**src/hdl/stpu_pkg.sv**
```systemverilog
`timescale 1ns / 1ps

package stpu_pkg;

  // table geometry
  localparam int NUM_BLOCKS  = 64;
  localparam int BLOCK_WORDS = 4096;
  localparam int IDX_W       = $clog2(NUM_BLOCKS);
  localparam int OFF_W       = $clog2(BLOCK_WORDS);
  localparam int MARK_W      = $clog2(NUM_BLOCKS + 1);

  // beat field widths
  localparam int CMD_W    = 3;
  localparam int ADDR_W   = 32;
  localparam int SIZE_W   = 13;
  localparam int MODE_W   = 3;
  localparam int STATUS_W = 2;
  localparam int BIDX_W   = 6;
  localparam int OFFS_W   = 12;
  localparam int BASE_W   = 18;
  localparam int VIDX_W   = ADDR_W - OFF_W;
  localparam int CMP_W    = (OFF_W > SIZE_W) ? OFF_W : SIZE_W;

  localparam int IN_BITS  = CMD_W + ADDR_W + SIZE_W + MODE_W;
  localparam int IN_W     = ((IN_BITS + 7) / 8) * 8;
  localparam int OUT_BITS = STATUS_W + BIDX_W + OFFS_W + BASE_W;
  localparam int OUT_W    = ((OUT_BITS + 7) / 8) * 8;

  // mode bit positions
  localparam int MODE_READ   = 0;
  localparam int MODE_WRITE  = 1;
  localparam int MODE_MAPPED = 2;

  typedef enum logic [CMD_W-1:0] {
    CMD_RD_CHECK = 3'd0,
    CMD_WR_CHECK = 3'd1,
    CMD_ALLOC    = 3'd2,
    CMD_RESIZE   = 3'd3,
    CMD_CHPERM   = 3'd4,
    CMD_FREE     = 3'd5
  } cmd_e;

  typedef enum logic [STATUS_W-1:0] {
    ST_OK      = 2'd0,
    ST_OUTSIDE = 2'd1,
    ST_PROT    = 2'd2,
    ST_OOM     = 2'd3
  } status_e;

  // one descriptor entry in the ram
  typedef struct packed {
    logic [SIZE_W-1:0] size;
    logic [MODE_W-1:0] mode;
  } desc_t;

  // update request to the slot tracker
  typedef struct packed {
    logic             alloc;
    logic             free;
    logic [IDX_W-1:0] idx;
  } slot_upd_t;

  // slot tracker view
  typedef struct packed {
    logic              ent_valid;
    logic              free_found;
    logic [IDX_W-1:0]  free_idx;
    logic [MARK_W-1:0] mark;
  } slot_stat_t;

endpackage

```
**src/hdl/stpu_desc_ram.sv**
```systemverilog
`timescale 1ns / 1ps

module stpu_desc_ram (
  input  logic                           clk_i,
  input  logic                           we_i,
  input  logic [stpu_pkg::IDX_W-1:0]     waddr_i,
  input  stpu_pkg::desc_t                wdata_i,
  input  logic                           re_i,
  input  logic [stpu_pkg::IDX_W-1:0]     raddr_i,
  output stpu_pkg::desc_t                rdata_o
);

  stpu_pkg::desc_t mem_q [stpu_pkg::NUM_BLOCKS];
  stpu_pkg::desc_t rdata_q;

  // write port
  always_ff @(posedge clk_i) begin
    if (we_i) begin
      mem_q[waddr_i] <= wdata_i;
    end
  end

  // registered read port, holds until the next read
  always_ff @(posedge clk_i) begin
    if (re_i) begin
      rdata_q <= mem_q[raddr_i];
    end
  end

  assign rdata_o = rdata_q;

endmodule

```
**src/hdl/stpu_slot_ctrl.sv**
```systemverilog
`timescale 1ns / 1ps

module stpu_slot_ctrl (
  input  logic                           clk_i,
  input  logic                           rst_ni,
  input  stpu_pkg::slot_upd_t            upd_i,
  input  logic [stpu_pkg::IDX_W-1:0]     rd_idx_i,
  output stpu_pkg::slot_stat_t           stat_o
);

  logic [stpu_pkg::NUM_BLOCKS-1:0] valid_q, valid_d;
  logic [stpu_pkg::MARK_W-1:0]     mark_q, mark_d;
  logic                            free_found;
  logic [stpu_pkg::IDX_W-1:0]      free_idx;

  // first free slot; every slot at or above the mark is free
  always_comb begin
    free_found = 1'b0;
    free_idx   = '0;
    for (int k = stpu_pkg::NUM_BLOCKS - 1; k >= 0; k--) begin
      if (!valid_q[k]) begin
        free_found = 1'b1;
        free_idx   = stpu_pkg::IDX_W'(k);
      end
    end
  end

  // valid flags and high-water mark
  always_comb begin
    valid_d = valid_q;
    mark_d  = mark_q;
    if (upd_i.alloc) begin
      valid_d[upd_i.idx] = 1'b1;
      if ({1'b0, upd_i.idx} == stpu_pkg::MARK_W'(mark_q)) begin
        mark_d = mark_q + 1'b1;
      end
    end else if (upd_i.free) begin
      valid_d[upd_i.idx] = 1'b0;
    end
  end

  always_ff @(posedge clk_i or negedge rst_ni) begin
    if (!rst_ni) begin
      valid_q <= '0;
      mark_q  <= '0;
    end else begin
      valid_q <= valid_d;
      mark_q  <= mark_d;
    end
  end

  assign stat_o.ent_valid  = valid_q[rd_idx_i];
  assign stat_o.free_found = free_found;
  assign stat_o.free_idx   = free_idx;
  assign stat_o.mark       = mark_q;

  // no slot at or above the mark is ever in use
  a_above_mark_free: assert property (@(posedge clk_i) disable iff (!rst_ni)
    (valid_q >> mark_q) == '0)
    else $error("slot in use above high-water mark");

  // an allocated slot is in use afterwards
  a_alloc_sets: assert property (@(posedge clk_i) disable iff (!rst_ni)
    upd_i.alloc |=> valid_q[$past(upd_i.idx)])
    else $error("allocated slot not marked in use");

  // a freed slot is free afterwards
  a_free_clears: assert property (@(posedge clk_i) disable iff (!rst_ni)
    upd_i.free && !upd_i.alloc |=> !valid_q[$past(upd_i.idx)])
    else $error("freed slot still marked in use");

endmodule

```
**src/hdl/stpu_cfg.sv**
```systemverilog
`timescale 1ns / 1ps

module stpu_cfg (
  input  logic        clk_i,
  input  logic        rst_ni,
  input  logic        psel,
  input  logic        penable,
  input  logic        pwrite,
  input  logic [2:0]  paddr,
  input  logic [31:0] pwdata,
  output logic [31:0] prdata,
  output logic        pready,
  output logic        read_check_en_o
);

  localparam logic REG_READ_CHECK = 1'b0;

  logic rce_q;
  logic wr_hit;

  // register index is the word address
  assign wr_hit = psel && penable && pwrite && (paddr[2] == REG_READ_CHECK);

  always_ff @(posedge clk_i or negedge rst_ni) begin
    if (!rst_ni) begin
      rce_q <= 1'b0;
    end else if (wr_hit) begin
      rce_q <= pwdata[0];
    end
  end

  assign pready          = 1'b1;
  assign prdata          = (paddr[2] == REG_READ_CHECK) ? {31'd0, rce_q} : 32'd0;
  assign read_check_en_o = rce_q;

endmodule

```
**src/hdl/segment_table_protection_unit.sv**
```systemverilog
`timescale 1ns / 1ps

// Segment descriptor table with bounds and permission checks. Each input beat carries
// a command (read check, write check, allocate, resize, change permissions, free) and
// yields exactly one result beat with a status code. Each item passes the idle state,
// which issues the registered read of the descriptor ram, and the lookup state, which
// checks, updates and writes the entry back; the input side takes no new item until
// the lookup state is done. The result register frees the input side while a result
// waits; an item only stalls in the lookup state if the previous result is not taken.
// Slot-in-use flags and the high-water mark live in flops cleared by reset, so the
// block is ready right out of reset with no clearing pass.
module segment_table_protection_unit (
  input  logic                          clk_i,
  input  logic                          rst_ni,
  // cmd[2:0], addr[34:3], block_size[47:35], mode_bits[50:48], zero pad
  input  logic [stpu_pkg::IN_W-1:0]     s_axis_tdata_i,
  input  logic                          s_axis_tvalid_i,
  output logic                          s_axis_tready_o,
  // status[1:0], block_index[7:2], offset[19:8], base_addr[37:20], zero pad
  output logic [stpu_pkg::OUT_W-1:0]    m_axis_tdata_o,
  output logic                          m_axis_tvalid_o,
  input  logic                          m_axis_tready_i,
  input  logic                          psel,
  input  logic                          penable,
  input  logic                          pwrite,
  input  logic [2:0]                    paddr,
  input  logic [31:0]                   pwdata,
  output logic [31:0]                   prdata,
  output logic                          pready
);

  typedef enum logic {
    S_IDLE,
    S_LOOKUP
  } state_e;

  localparam int A_LO = stpu_pkg::CMD_W;
  localparam int S_LO = A_LO + stpu_pkg::ADDR_W;
  localparam int M_LO = S_LO + stpu_pkg::SIZE_W;

  state_e                            state_q;
  logic                              m_tvalid_q;
  logic [stpu_pkg::OUT_W-1:0]        m_tdata_q;

  logic [stpu_pkg::CMD_W-1:0]        cmd_q;
  logic [stpu_pkg::VIDX_W-1:0]       vidx_q;
  logic [stpu_pkg::OFF_W-1:0]        off_q;
  logic [stpu_pkg::SIZE_W-1:0]       size_q;
  logic [stpu_pkg::MODE_W-1:0]       mode_q;

  logic                              in_beat;
  logic                              done;
  logic                              read_check_en;
  stpu_pkg::desc_t                   ram_rdata;
  stpu_pkg::desc_t                   ram_wdata;
  logic [stpu_pkg::IDX_W-1:0]        ram_waddr;
  logic                              ram_wr_req;
  logic                              ram_we;
  stpu_pkg::slot_upd_t               upd_req;
  stpu_pkg::slot_upd_t               slot_upd;
  stpu_pkg::slot_stat_t              slot_stat;

  logic [stpu_pkg::SIZE_W-1:0]       ent_size;
  logic [stpu_pkg::MODE_W-1:0]       ent_mode;
  logic                              outside;
  logic [stpu_pkg::STATUS_W-1:0]     res_status;
  logic [stpu_pkg::VIDX_W-1:0]       res_idx;
  logic [stpu_pkg::OFF_W-1:0]        res_off;
  logic [stpu_pkg::BASE_W-1:0]       res_base;

  assign s_axis_tready_o = (state_q == S_IDLE);
  assign in_beat         = s_axis_tvalid_i && s_axis_tready_o;
  assign done            = (state_q == S_LOOKUP) && (!m_tvalid_q || m_axis_tready_i);

  // configuration registers
  stpu_cfg u_cfg (
    .clk_i           (clk_i),
    .rst_ni          (rst_ni),
    .psel            (psel),
    .penable         (penable),
    .pwrite          (pwrite),
    .paddr           (paddr),
    .pwdata          (pwdata),
    .prdata          (prdata),
    .pready          (pready),
    .read_check_en_o (read_check_en)
  );

  // descriptor storage
  stpu_desc_ram u_ram (
    .clk_i   (clk_i),
    .we_i    (ram_we),
    .waddr_i (ram_waddr),
    .wdata_i (ram_wdata),
    .re_i    (in_beat),
    .raddr_i (s_axis_tdata_i[A_LO+stpu_pkg::OFF_W +: stpu_pkg::IDX_W]),
    .rdata_o (ram_rdata)
  );

  // in-use flags, mark and free-slot search
  stpu_slot_ctrl u_slots (
    .clk_i    (clk_i),
    .rst_ni   (rst_ni),
    .upd_i    (slot_upd),
    .rd_idx_i (vidx_q[stpu_pkg::IDX_W-1:0]),
    .stat_o   (slot_stat)
  );

  // capture the input beat
  always_ff @(posedge clk_i) begin
    if (in_beat) begin
      cmd_q  <= s_axis_tdata_i[0 +: stpu_pkg::CMD_W];
      off_q  <= s_axis_tdata_i[A_LO +: stpu_pkg::OFF_W];
      vidx_q <= s_axis_tdata_i[A_LO+stpu_pkg::OFF_W +: stpu_pkg::VIDX_W];
      size_q <= s_axis_tdata_i[S_LO +: stpu_pkg::SIZE_W];
      mode_q <= s_axis_tdata_i[M_LO +: stpu_pkg::MODE_W];
    end
  end

  // a free slot reads as size zero, mode zero
  assign ent_size = slot_stat.ent_valid ? ram_rdata.size : '0;
  assign ent_mode = slot_stat.ent_valid ? ram_rdata.mode : '0;
  assign outside  = (vidx_q >= stpu_pkg::VIDX_W'(slot_stat.mark));

  // command evaluation and descriptor update
  always_comb begin
    res_status = stpu_pkg::ST_OK;
    res_idx    = vidx_q;
    res_off    = '0;
    res_base   = '0;
    ram_wr_req = 1'b0;
    ram_waddr  = vidx_q[stpu_pkg::IDX_W-1:0];
    ram_wdata  = ram_rdata;
    upd_req    = '0;
    upd_req.idx = vidx_q[stpu_pkg::IDX_W-1:0];
    case (cmd_q) inside
      stpu_pkg::CMD_ALLOC: begin
        res_idx = '0;
        if (!slot_stat.free_found) begin
          res_status = stpu_pkg::ST_OOM;
        end else begin
          res_idx        = stpu_pkg::VIDX_W'(slot_stat.free_idx);
          res_base       = stpu_pkg::BASE_W'({slot_stat.free_idx, stpu_pkg::OFF_W'(0)});
          ram_wr_req     = 1'b1;
          ram_waddr      = slot_stat.free_idx;
          ram_wdata.size = size_q;
          ram_wdata.mode = mode_q;
          upd_req.alloc  = 1'b1;
          upd_req.idx    = slot_stat.free_idx;
        end
      end
      stpu_pkg::CMD_RD_CHECK, stpu_pkg::CMD_WR_CHECK: begin
        res_off = off_q;
        if (outside) begin
          res_status = stpu_pkg::ST_OUTSIDE;
        end else if (stpu_pkg::CMP_W'(off_q) >= stpu_pkg::CMP_W'(ent_size)) begin
          res_status = stpu_pkg::ST_OUTSIDE;
        end else if (read_check_en && !ent_mode[stpu_pkg::MODE_READ]) begin
          res_status = stpu_pkg::ST_PROT;
        end else if (cmd_q == stpu_pkg::CMD_WR_CHECK && !ent_mode[stpu_pkg::MODE_WRITE]) begin
          res_status = stpu_pkg::ST_PROT;
        end
      end
      stpu_pkg::CMD_RESIZE: begin
        if (outside || !slot_stat.ent_valid) begin
          res_status = stpu_pkg::ST_OUTSIDE;
        end else if (ent_mode[stpu_pkg::MODE_MAPPED] || !ent_mode[stpu_pkg::MODE_WRITE]) begin
          res_status = stpu_pkg::ST_PROT;
        end else begin
          ram_wr_req     = 1'b1;
          ram_wdata.size = size_q;
        end
      end
      stpu_pkg::CMD_CHPERM: begin
        if (outside || !slot_stat.ent_valid) begin
          res_status = stpu_pkg::ST_OUTSIDE;
        end else if (ent_mode[stpu_pkg::MODE_MAPPED] || mode_q[stpu_pkg::MODE_MAPPED] ||
                     !mode_q[stpu_pkg::MODE_READ]) begin
          res_status = stpu_pkg::ST_PROT;
        end else begin
          ram_wr_req     = 1'b1;
          ram_wdata.mode = mode_q;
        end
      end
      stpu_pkg::CMD_FREE: begin
        if (outside || !slot_stat.ent_valid) begin
          res_status = stpu_pkg::ST_OUTSIDE;
        end else begin
          upd_req.free = 1'b1;
        end
      end
      default: begin
        // unused commands give an all-zero result
        res_idx = '0;
      end
    endcase
  end

  assign ram_we         = done && ram_wr_req;
  assign slot_upd.alloc = done && upd_req.alloc;
  assign slot_upd.free  = done && upd_req.free;
  assign slot_upd.idx   = upd_req.idx;

  // control state and result register
  always_ff @(posedge clk_i or negedge rst_ni) begin
    if (!rst_ni) begin
      state_q    <= S_IDLE;
      m_tvalid_q <= 1'b0;
      m_tdata_q  <= '0;
    end else begin
      if (m_tvalid_q && m_axis_tready_i && !done) begin
        m_tvalid_q <= 1'b0;
      end
      unique case (state_q)
        S_IDLE: begin
          if (s_axis_tvalid_i) begin
            state_q <= S_LOOKUP;
          end
        end
        S_LOOKUP: begin
          if (done) begin
            state_q    <= S_IDLE;
            m_tvalid_q <= 1'b1;
            m_tdata_q  <= stpu_pkg::OUT_W'({res_base,
                                            stpu_pkg::OFFS_W'(res_off),
                                            stpu_pkg::BIDX_W'(res_idx),
                                            res_status});
          end
        end
      endcase
    end
  end

  assign m_axis_tvalid_o = m_tvalid_q;
  assign m_axis_tdata_o  = m_tdata_q;

  // the input side is never ready straight after an accepted item
  a_two_cycle: assert property (@(posedge clk_i) disable iff (!rst_ni)
    in_beat |=> !s_axis_tready_o)
    else $error("input accepted in back-to-back cycles");

  // out of memory only when every slot up to the full mark is in use
  a_oom_full: assert property (@(posedge clk_i) disable iff (!rst_ni)
    (m_tvalid_q && m_tdata_q[stpu_pkg::STATUS_W-1:0] == stpu_pkg::ST_OOM)
      |-> slot_stat.mark == stpu_pkg::MARK_W'(stpu_pkg::NUM_BLOCKS))
    else $error("out of memory reported below full mark");

  // a new result follows a lookup cycle
  a_result_src: assert property (@(posedge clk_i) disable iff (!rst_ni)
    $rose(m_tvalid_q) |-> $past(state_q == S_LOOKUP))
    else $error("result appeared without a lookup");

endmodule
```
**config.mk**
```make
export PLATFORM = sky130hd
export DESIGN_NAME = segment_table_protection_unit
export DESIGN_NICKNAME = d
export VERILOG_FILES = /design/src/hdl/stpu_pkg.sv /design/src/hdl/stpu_desc_ram.sv /design/src/hdl/stpu_slot_ctrl.sv /design/src/hdl/stpu_cfg.sv /design/src/hdl/segment_table_protection_unit.sv
export SDC_FILE = /design/constraint.sdc
export NUM_CORES = 1
export LEC_CHECK = 0
export BUFFER_PORTS_ARGS = -buffer_cell sky130_fd_sc_hd__buf_2
export CAP_MARGIN = 40
export CORE_MARGIN = 8
export CORE_UTILIZATION = 25
export DETAILED_ROUTE_END_ITERATION = 8
export GPL_ROUTABILITY_DRIVEN = 0
export SYNTH_ARGS = -nofsm -noshare
export SYNTH_HDL_FRONTEND = slang
export SYNTH_SLANG_ARGS = --single-unit
```
**constraint.sdc**
```tcl
create_clock -name clk_i -period 3.9 [get_ports clk_i]
set_input_delay 0.585 -clock clk_i [delete_from_list [all_inputs] [get_ports clk_i]]
set_output_delay 0.585 -clock clk_i [all_outputs]
set_load 0.05 [all_outputs]
```
==> out/qor.csv, run 1 <==
stage,metric,value,unit
outcome,result of the run,"finished, violations left",
outcome,failing checks,setup timing,
global_route,via count of the first global-routing pass,25500,
yosys,Seq cells post-synth,1191,
sta,Pins Over Slew Limit,0,
clock_network,Max Root-Sink Buffers,3,
final_layout,nets@finish,2887,
detailed_routing,routed via count divided by cell count,4.62,
setup_path,depth of the worst register-to-register path,16,
yosys,"top cells by area, synth","sky130_fd_sc_hd__edfxtp_1 (68%), sky130_fd_sc_hd__mux4_2 (17%), sky130_fd_sc_hd__dfrtp_1 (5.2%)",
detailed_routing,overall via count from detail_route,24900,
die,Std-Cell Rows,160,
detailed_routing,number of DRC markers in iteration 0,2182,
final_layout,area growth from synthesis to layout,22.7,%
yosys,area share of the largest cell type after synthesis,68.4,%
yosys,Synth Flop Type,sky130_fd_sc_hd__edfxtp_1,
setup_path,biggest cell delay along the critical path,0.51,ns
global_route,global-route wire length before repair,184000,um
setup_path,category of the critical setup timing path,flop to flop,
min_path,cell depth of the worst hold path,1,
setup_path,Worst Path Max Fanout,8,
yosys,count of unique library cells instantiated by Yosys,72,
clock_network,CTS buffer count,121,
die,area of the core region,190000,um^2
setup_path,type of element capturing the critical path,flop,
pwr,leakage power,0.0190,uW
yosys,area of the mapped netlist,47900,um^2
yosys,sequential share of the synthesized area,73.6,%
yosys,number of flops mapped to enable cells by yosys,1091,
setup_path,endpoint of the worst register-to-register path,m_axis_tdata_o[1],
sta,final count of hold timing violations,0,
clock_network,CTS tree,yes,
place,detailed placer's ending HPWL,81900,um
final_layout,fillers,18200,
global_route,largest net degree at the start of global routing,65,
setup_path,Critical Path AT,4.76,ns
clock_network,master cell of the clock root buffer,sky130_fd_sc_hd__clkbuf_16,
detailed_routing,residual DRC count,0,
setup_path,startpoint of the worst-slack reg-to-reg timing path,vidx_q[0],
setup_path,WP depth,16,
pwr,power density of the placed cells,519,nW/um^2
detailed_routing,Antenna Nets Post-Route,0,
sta,Clock Skew,0.0373,ns
sta,setup repair after global routing missed its margin,true,
sta,part of the cycle the worst path needs,106,%
detailed_routing,total length of routed wires,128000,um
global_route,number of antenna violations at the first check in global routing,10,
setup_path,category of cells accounting for the largest share of critical-path delay,compound AO/OA/AOI/OAI gates,
setup_path,"critical path, cell by cell","buf_12, mux4_2, mux4_2, mux2_4, a221o_1, and2_1, ha_1, nand2b_4, a21o_1, a21oi_1, o21ai_1, a31o_2, a211oi_2, a31oi_1, a21o_1, a211oi_2",
detailed_routing,number of detailed-route iterations in the first pass,5,
min_path,class of the most critical hold timing path,input port to flop,
sta,achievable clock frequency,242,MHz
yosys,cell count after synthesis,2366,
sta,Rel. slew slack,40.7,%
sta,setup violators final,765,
yosys,top cell type by total area after synthesis,sky130_fd_sc_hd__edfxtp_1,
setup_path,number of buffer and inverter instances along the worst setup path,1,
yosys,"top cells by count, synth","sky130_fd_sc_hd__edfxtp_1 (1,091), sky130_fd_sc_hd__mux4_2 (356), sky130_fd_sc_hd__o21ai_0 (135), sky130_fd_sc_hd__nand2_1 (104), sky130_fd_sc_hd__dfrtp_1 (100)",
sta,Worst Hold Margin,0.0586,ns
sta,time the worst path needs with I/O delays and setup,4.14,ns
global_route,overflow left after global routing,0,
setup_path,cell at the slowest stage of the critical path,sky130_fd_sc_hd__mux4_2,
die,die height,454,um
clock_network,CTS H-tree lvls,3,
place,number of buffers added on ports,88,
place,pre-CTS worst setup slack,-0.298,ns
yosys,yosys warns,0,
die,floorplan die width,454,um
global_route,GRT Resource Usage Total,12.1,%
die,I/O pin cnt,173,
pwr,largest voltage drop on the vdd net,0.348,mV
setup_path,flop-to-flop setup slack,-0.24,ns
run,reported max-cap violation count,0,
min_path,source of the worst hold timing path,s_axis_tdata_i[24],
setup_path,required time worst endpoint,4.52,ns
yosys,cell with the most instances after synthesis,sky130_fd_sc_hd__edfxtp_1,
die,Die Area,206000,um^2
yosys,Mean Syn Cell Area,20.2,um^2
clock_network,clock transition at the register clock pins on the worst setup and hold paths after CTS,0.06,ns
die,starting utilization of the core area,25.2,%
min_path,Hold Path End,vidx_q[9],
sta,worst-margin pin slew,0.888,ns
yosys,fraction of synthesis flops using an asynchronous set or reset pin,8.40,%
detailed_routing,wire length per cell after detailed routing,23.8,um
sta,Worst Slack Setup Final,-0.237,ns
setup_path,crit path launch type,flop,
final_layout,ratio of cells with drive above 1 in the final layout,35.0,%
clock_network,clock latency at the later pin of the worst-skew pair,0.71,ns
clock_network,Sinks on Clock Net,1191,
-- cell type report --
cell class	instances	area, um^2	area share [%]
Antenna cell	4	10.0	0.0170
Clock buffer	142	3130	5.32
Clock inverter	83	587	0.998
Inverter	22	82.6	0.140
Multi-Input combinational cell	1040	12200	20.7
Sequential cell	1191	35300	60.0
Tap cell	2511	3140	5.34
Timing Repair Buffer	393	4420	7.52
-- registers in the layout (all words and copies together) (netlist names), named ones only --
| name | cells |
|---|---|
| cmd_q | 3 |
| mode_q | 3 |
| m_axis_tdata_o | 26 |
| m_axis_tvalid_o | 1 |
| size_q | 13 |
| u_cfg.read_check_en_o | 1 |
| u_ram.mem_q | 1024 |
| state_q | 1 |
| vidx_q | 20 |
| off_q | 12 |
| u_ram.rdata_o | 16 |
| u_slots.mark_q | 7 |
-- layout by cell type, fill, tap and decap left out, types with 28 or more instances in the layout --
cell / Yosys / layout
sky130_fd_sc_hd__conb_1: 2 / 46
sky130_fd_sc_hd__buf_12: 0 / 116
sky130_fd_sc_hd__dfrtp_1: 100 / 100
sky130_fd_sc_hd__nand2_1: 104 / 103
sky130_fd_sc_hd__buf_2: 4 / 84
sky130_fd_sc_hd__mux4_2: 356 / 356
sky130_fd_sc_hd__nand4_1: 28 / 28
sky130_fd_sc_hd__edfxtp_1: 1091 / 1091
sky130_fd_sc_hd__nor2_2: 0 / 31
sky130_fd_sc_hd__clkbuf_16: 0 / 123
sky130_fd_sc_hd__nand3_1: 29 / 28
sky130_fd_sc_hd__clkinv_2: 0 / 31
sky130_fd_sc_hd__buf_4: 47 / 166
sky130_fd_sc_hd__o21ai_0: 135 / 134
sky130_fd_sc_hd__nor2_1: 89 / 58
sky130_fd_sc_hd__clkinv_1: 0 / 32
-- where the power goes --
group          switching (uW)  total (uW)  internal, uW
Sequential                313       15300         15000
Combinational            2850        4370          1510
Clock                    4820       10900          6050
Total                    7990       30500         22500
-- cell families after synthesis --
kind of cell,Yosys count,share of synthesized area [%]
flops,1191,73.6
mux,374,17.2
simple gates,350,3.76
compound gates,242,2.99
buf+inv,179,1.80
fa+ha+maj,20,0.522
xor+xnor,8,0.146
other cells,2,0.0157
-- layer usage --
metal / global-route usage [%] / vias up / wire, um
li1: - / 10600 / -
met1: 15.3 / 13300 / 51100
met2: 21.8 / 777 / 67200
met3: 1.61 / 186 / 6380
met4: 3.53 / 4 / 3590
met5: 0 / - / 27
-- timing repair --
action	4_1_cts	5_1_grt
endpoints found under the setup margin	470	1987
endpoints found under the hold margin	57	0
hold buffers	7	0
gates resized for setup	49	5
cloned	8	1
pin swaps	6	2
setup buffers	17	4
-- per-stage QoR --
stage	utilization [%]	TNS [ns]	area [um^2]	total power [uW]	std cells
floorplan	-	0	48100	17600	2410
global placement	28.6	-14.29	54300	19500	5118
detailed placement	28.6	-15.27	54400	19700	5121
CTS	30.9	-144.97	58700	30800	5378
global route	30.9	-130.84	58800	31500	5382
finish	30.9	-58.40	58800	30500	5386
-- worst max-delay path by stage --
| stage | from | to |
|---|---|---|
| after floorplan | vidx_q[0] | m_axis_tdata_o[1] |
| after global placement | vidx_q[0] | m_axis_tdata_o[1] |
| after detailed placement | vidx_q[0] | m_axis_tdata_o[1] |
| after CTS | vidx_q[0] | m_axis_tdata_o[1] |
| after global routing | vidx_q[0] | m_axis_tdata_o[1] |
| final | vidx_q[0] | m_axis_tdata_o[1] |
Power figures use the tool's default switching activity.
==> run 2, diff against run 1 <==
--- a/config.mk
+++ b/config.mk
@@ -8,9 +8,10 @@
 export BUFFER_PORTS_ARGS = -buffer_cell sky130_fd_sc_hd__buf_2
 export CAP_MARGIN = 40
 export CORE_MARGIN = 8
-export CORE_UTILIZATION = 25
+export CORE_UTILIZATION = 30
 export DETAILED_ROUTE_END_ITERATION = 8
 export GPL_ROUTABILITY_DRIVEN = 0
+export SLEW_MARGIN = 20
 export SYNTH_ARGS = -nofsm -noshare
 export SYNTH_HDL_FRONTEND = slang
 export SYNTH_SLANG_ARGS = --single-unit
==> run 2 against run 1 <==
  * The run still ends with setup timing left
  * Highest routed layer unchanged
  * Sequential share of layout area increased by 0.22 points
  * Maximum frequency decreased by 1.2%
  * Die area decreased by 16%
  * Final area decreased by 0.37%
  * Cell count decreased by 7.6%
  * Global-route usage increased by 2.3 points
==> out/qor.csv, run 2 (synthesized netlist as in run 1, its figures left out) <==
stage,metric,value,unit,change
outcome,result of the run,"finished, violations left",,unchanged
outcome,failing checks,setup timing,,unchanged
place,number of buffers added on ports,88,,unchanged
sta,worst-margin pin slew,0.750,ns,was 0.888 ns
global_route,GRT Resource Usage Total,14.5,%,was 12.1%
sta,Rel. slew slack,49.6,%,was 40.7%
sta,Worst Slack Setup Final,-0.288,ns,was -0.237 ns
sta,achievable clock frequency,239,MHz,was 242 MHz
sta,setup violators final,958,,was 765
final_layout,flip-flop count of the largest register after layout,1024,,unchanged
run,reported max-cap violation count,0,,unchanged
die,Std-Cell Rows,146,,was 160
clock_network,CTS buffer count,119,,was 121
final_layout,utilization after layout,36.9,%,was 30.9%
die,starting utilization of the core area,30.2,%,was 25.2%
clock_network,clock transition at the register clock pins on the worst setup and hold paths after CTS,0.07,ns,was 0.06 ns
die,die height,416,um,was 454 um
clock_network,Sinks on Clock Net,1191,,unchanged
min_path,class of the most critical hold timing path,input port to flop,,unchanged
setup_path,biggest cell delay along the critical path,0.52,ns,was 0.51 ns
detailed_routing,number of DRC markers in iteration 0,2567,,"was 2,182"
setup_path,cell at the slowest stage of the critical path,sky130_fd_sc_hd__mux4_2,,unchanged
sta,Clock Skew,0.0628,ns,was 0.0373 ns
setup_path,Critical Path AT,4.84,ns,was 4.76 ns
die,Die Area,173000,um^2,"was 206,000 um^2"
sta,part of the cycle the worst path needs,107,%,was 106%
clock_network,Max Root-Sink Buffers,3,,unchanged
setup_path,required time worst endpoint,4.55,ns,was 4.52 ns
final_layout,Final Non-Filler Cells,4975,,"was 5,386"
global_route,number of antenna violations at the first check in global routing,7,,was 10
die,I/O pin cnt,173,,unchanged
global_route,largest net degree at the start of global routing,65,,unchanged
global_route,overflow left after global routing,0,,unchanged
detailed_routing,Antenna Nets Post-Route,0,,unchanged
clock_network,CTS tree,yes,,unchanged
place,placed insts,4705,,"was 5,121"
setup_path,type of element capturing the critical path,flop,,unchanged
detailed_routing,residual DRC count,0,,unchanged
detailed_routing,routed via count divided by cell count,5.05,,was 4.62
die,floorplan die width,416,um,was 454 um
clock_network,CTS H-tree lvls,3,,unchanged
setup_path,number of buffer and inverter instances along the worst setup path,1,,unchanged
final_layout,nets@finish,2919,,"was 2,887"
sta,time the worst path needs with I/O delays and setup,4.19,ns,was 4.14 ns
final_layout,ratio of cells with drive above 1 in the final layout,34.2,%,was 35.0%
setup_path,category of cells accounting for the largest share of critical-path delay,compound AO/OA/AOI/OAI gates,,unchanged
setup_path,Worst Path Max Fanout,9,,was 8
detailed_routing,wire length per cell after detailed routing,25.7,um,was 23.8 um
clock_network,master cell of the clock root buffer,sky130_fd_sc_hd__clkbuf_16,,unchanged
sta,Pins Over Slew Limit,0,,unchanged
sta,final count of hold timing violations,0,,unchanged
setup_path,category of the critical setup timing path,flop to flop,,unchanged
global_route,global-route wire length before repair,185000,um,"was 184,000 um"
setup_path,crit path launch type,flop,,unchanged
detailed_routing,number of detailed-route iterations in the first pass,5,,unchanged
sta,setup repair after global routing missed its margin,true,,unchanged
place,detailed placer's ending HPWL,82200,um,"was 81,900 um"
detailed_routing,overall via count from detail_route,25100,,"was 24,900"
final_layout,fillers,14400,,"was 18,200"
setup_path,"critical path, cell by cell","buf_12, mux4_2, mux4_2, mux2_2, a221o_1, and2_1, ha_1, nand2b_1, a21o_1, a21oi_1, o21ai_1, a31o_2, a211oi_2, a31oi_1, a21o_1, a211oi_2",,"was buf_12, mux4_2, mux4_2, mux2_4, a221o_1, and2_1, ha_1, nand2b_4, a21o_1, a21oi_1, o21ai_1, a31o_2, a211oi_2, a31oi_1, a21o_1, a211oi_2"
final_layout,register ranked first by flip-flop count,u_ram.mem_q,,unchanged
final_layout,area growth from synthesis to layout,22.3,%,was 22.7%
final_layout,"most common cell after layout, fill and taps aside",sky130_fd_sc_hd__edfxtp_1,,unchanged
detailed_routing,total length of routed wires,128000,um,about the same
global_route,via count of the first global-routing pass,25500,,about the same
die,area of the core region,159000,um^2,"was 190,000 um^2"
pwr,power density of the placed cells,520,nW/um^2,was 519 nW/um^2
final_layout,"commonest non-fill, non-tap cells in the layout","sky130_fd_sc_hd__edfxtp_1 (1,091), sky130_fd_sc_hd__mux4_2 (356), sky130_fd_sc_hd__buf_4 (165), sky130_fd_sc_hd__o21ai_0 (134), sky130_fd_sc_hd__buf_12 (127)",,"was sky130_fd_sc_hd__edfxtp_1 (1,091), sky130_fd_sc_hd__mux4_2 (356), sky130_fd_sc_hd__buf_4 (166), sky130_fd_sc_hd__o21ai_0 (134), sky130_fd_sc_hd__clkbuf_16 (123)"
clock_network,clock latency at the later pin of the worst-skew pair,0.74,ns,was 0.71 ns
pwr,largest voltage drop on the vdd net,0.398,mV,was 0.348 mV
pwr,leakage power,0.0191,uW,was 0.0190 uW
run 2: what timing repair did:
item | 4_1_cts | 5_1_grt
hold buffers | 40 | 0
pin swaps | 1 | 2
resized for setup | 13 | 6
setup buffers | 1 | 4
endpoints found under the hold margin | 92 | 0
gates cloned | 2 | 0
setup endpoints to repair | 743 | 1885
run 2: final timing paths:
kind / slack, ns / cells after the start / end / start
hold / removal: 0.08 / 1 / off_q[0] / s_axis_tdata_i[3]
hold reg to reg: 0.46 / 2 / m_axis_tdata_o[16] / m_axis_tdata_o[16]
min in group asynchronous: 0.23 / 2 / u_cfg.read_check_en_o / rst_ni
setup / recovery: -0.29 / 16 / m_axis_tdata_o[1] / vidx_q[0]
max in group asynchronous: 2.81 / 4 / m_axis_tdata_o[4] / rst_ni
setup reg to reg: -0.29 / 16 / m_axis_tdata_o[1] / vidx_q[0]
run 2: area by class of cell:
cell class	count	area (um^2)	area share, %
diodes	1	2.50	0.00427
well taps	2072	2590	4.43
inverters	22	82.6	0.141
flip-flops and latches	1191	35300	60.2
repair buffers	427	4790	8.18
clock buffers	160	3170	5.42
multi-input cells	1040	12100	20.7
clock inverters	62	568	0.970
run 2: layer usage:
| layer | up-vias | GRT usage [%] | wire [um] |
|---|---|---|---|
| met5 | - | 0 | 13 |
| met4 | 2 | 3.57 | 3190 |
| met3 | 183 | 2.21 | 6860 |
| met2 | 831 | 25.4 | 65600 |
| met1 | 13500 | 18.8 | 52300 |
| li1 | 10600 | - | - |
run 2: per-stage QoR:
| step | setup TNS, ns | power, uW | hold slack [ns] | area (um^2) | setup WS [ns] |
|---|---|---|---|---|---|
| finish | -62.98 | 30500 | 0.0752 | 58600 | -0.288 |
| global route | -147.48 | 31400 | 0.0352 | 58600 | -0.414 |
| CTS | -95.09 | 30700 | 0.0233 | 58500 | -0.294 |
| detailed placement | -10.64 | 19600 | 0.439 | 54200 | -0.294 |
| global placement | -8.71 | 19500 | 0.447 | 54200 | -0.400 |
| floorplan | 0 | 17600 | 0.289 | 48100 | 0.0102 |
run 2: report_power, final:
| group | leakage (uW) | internal [uW] | switching (uW) |
|---|---|---|---|
| clock | 0.00181 | 6180 | 4830 |
| combinational | 0.00614 | 1400 | 2800 |
| sequential | 0.0112 | 15000 | 266 |
| total | 0.0191 | 22600 | 7900 |
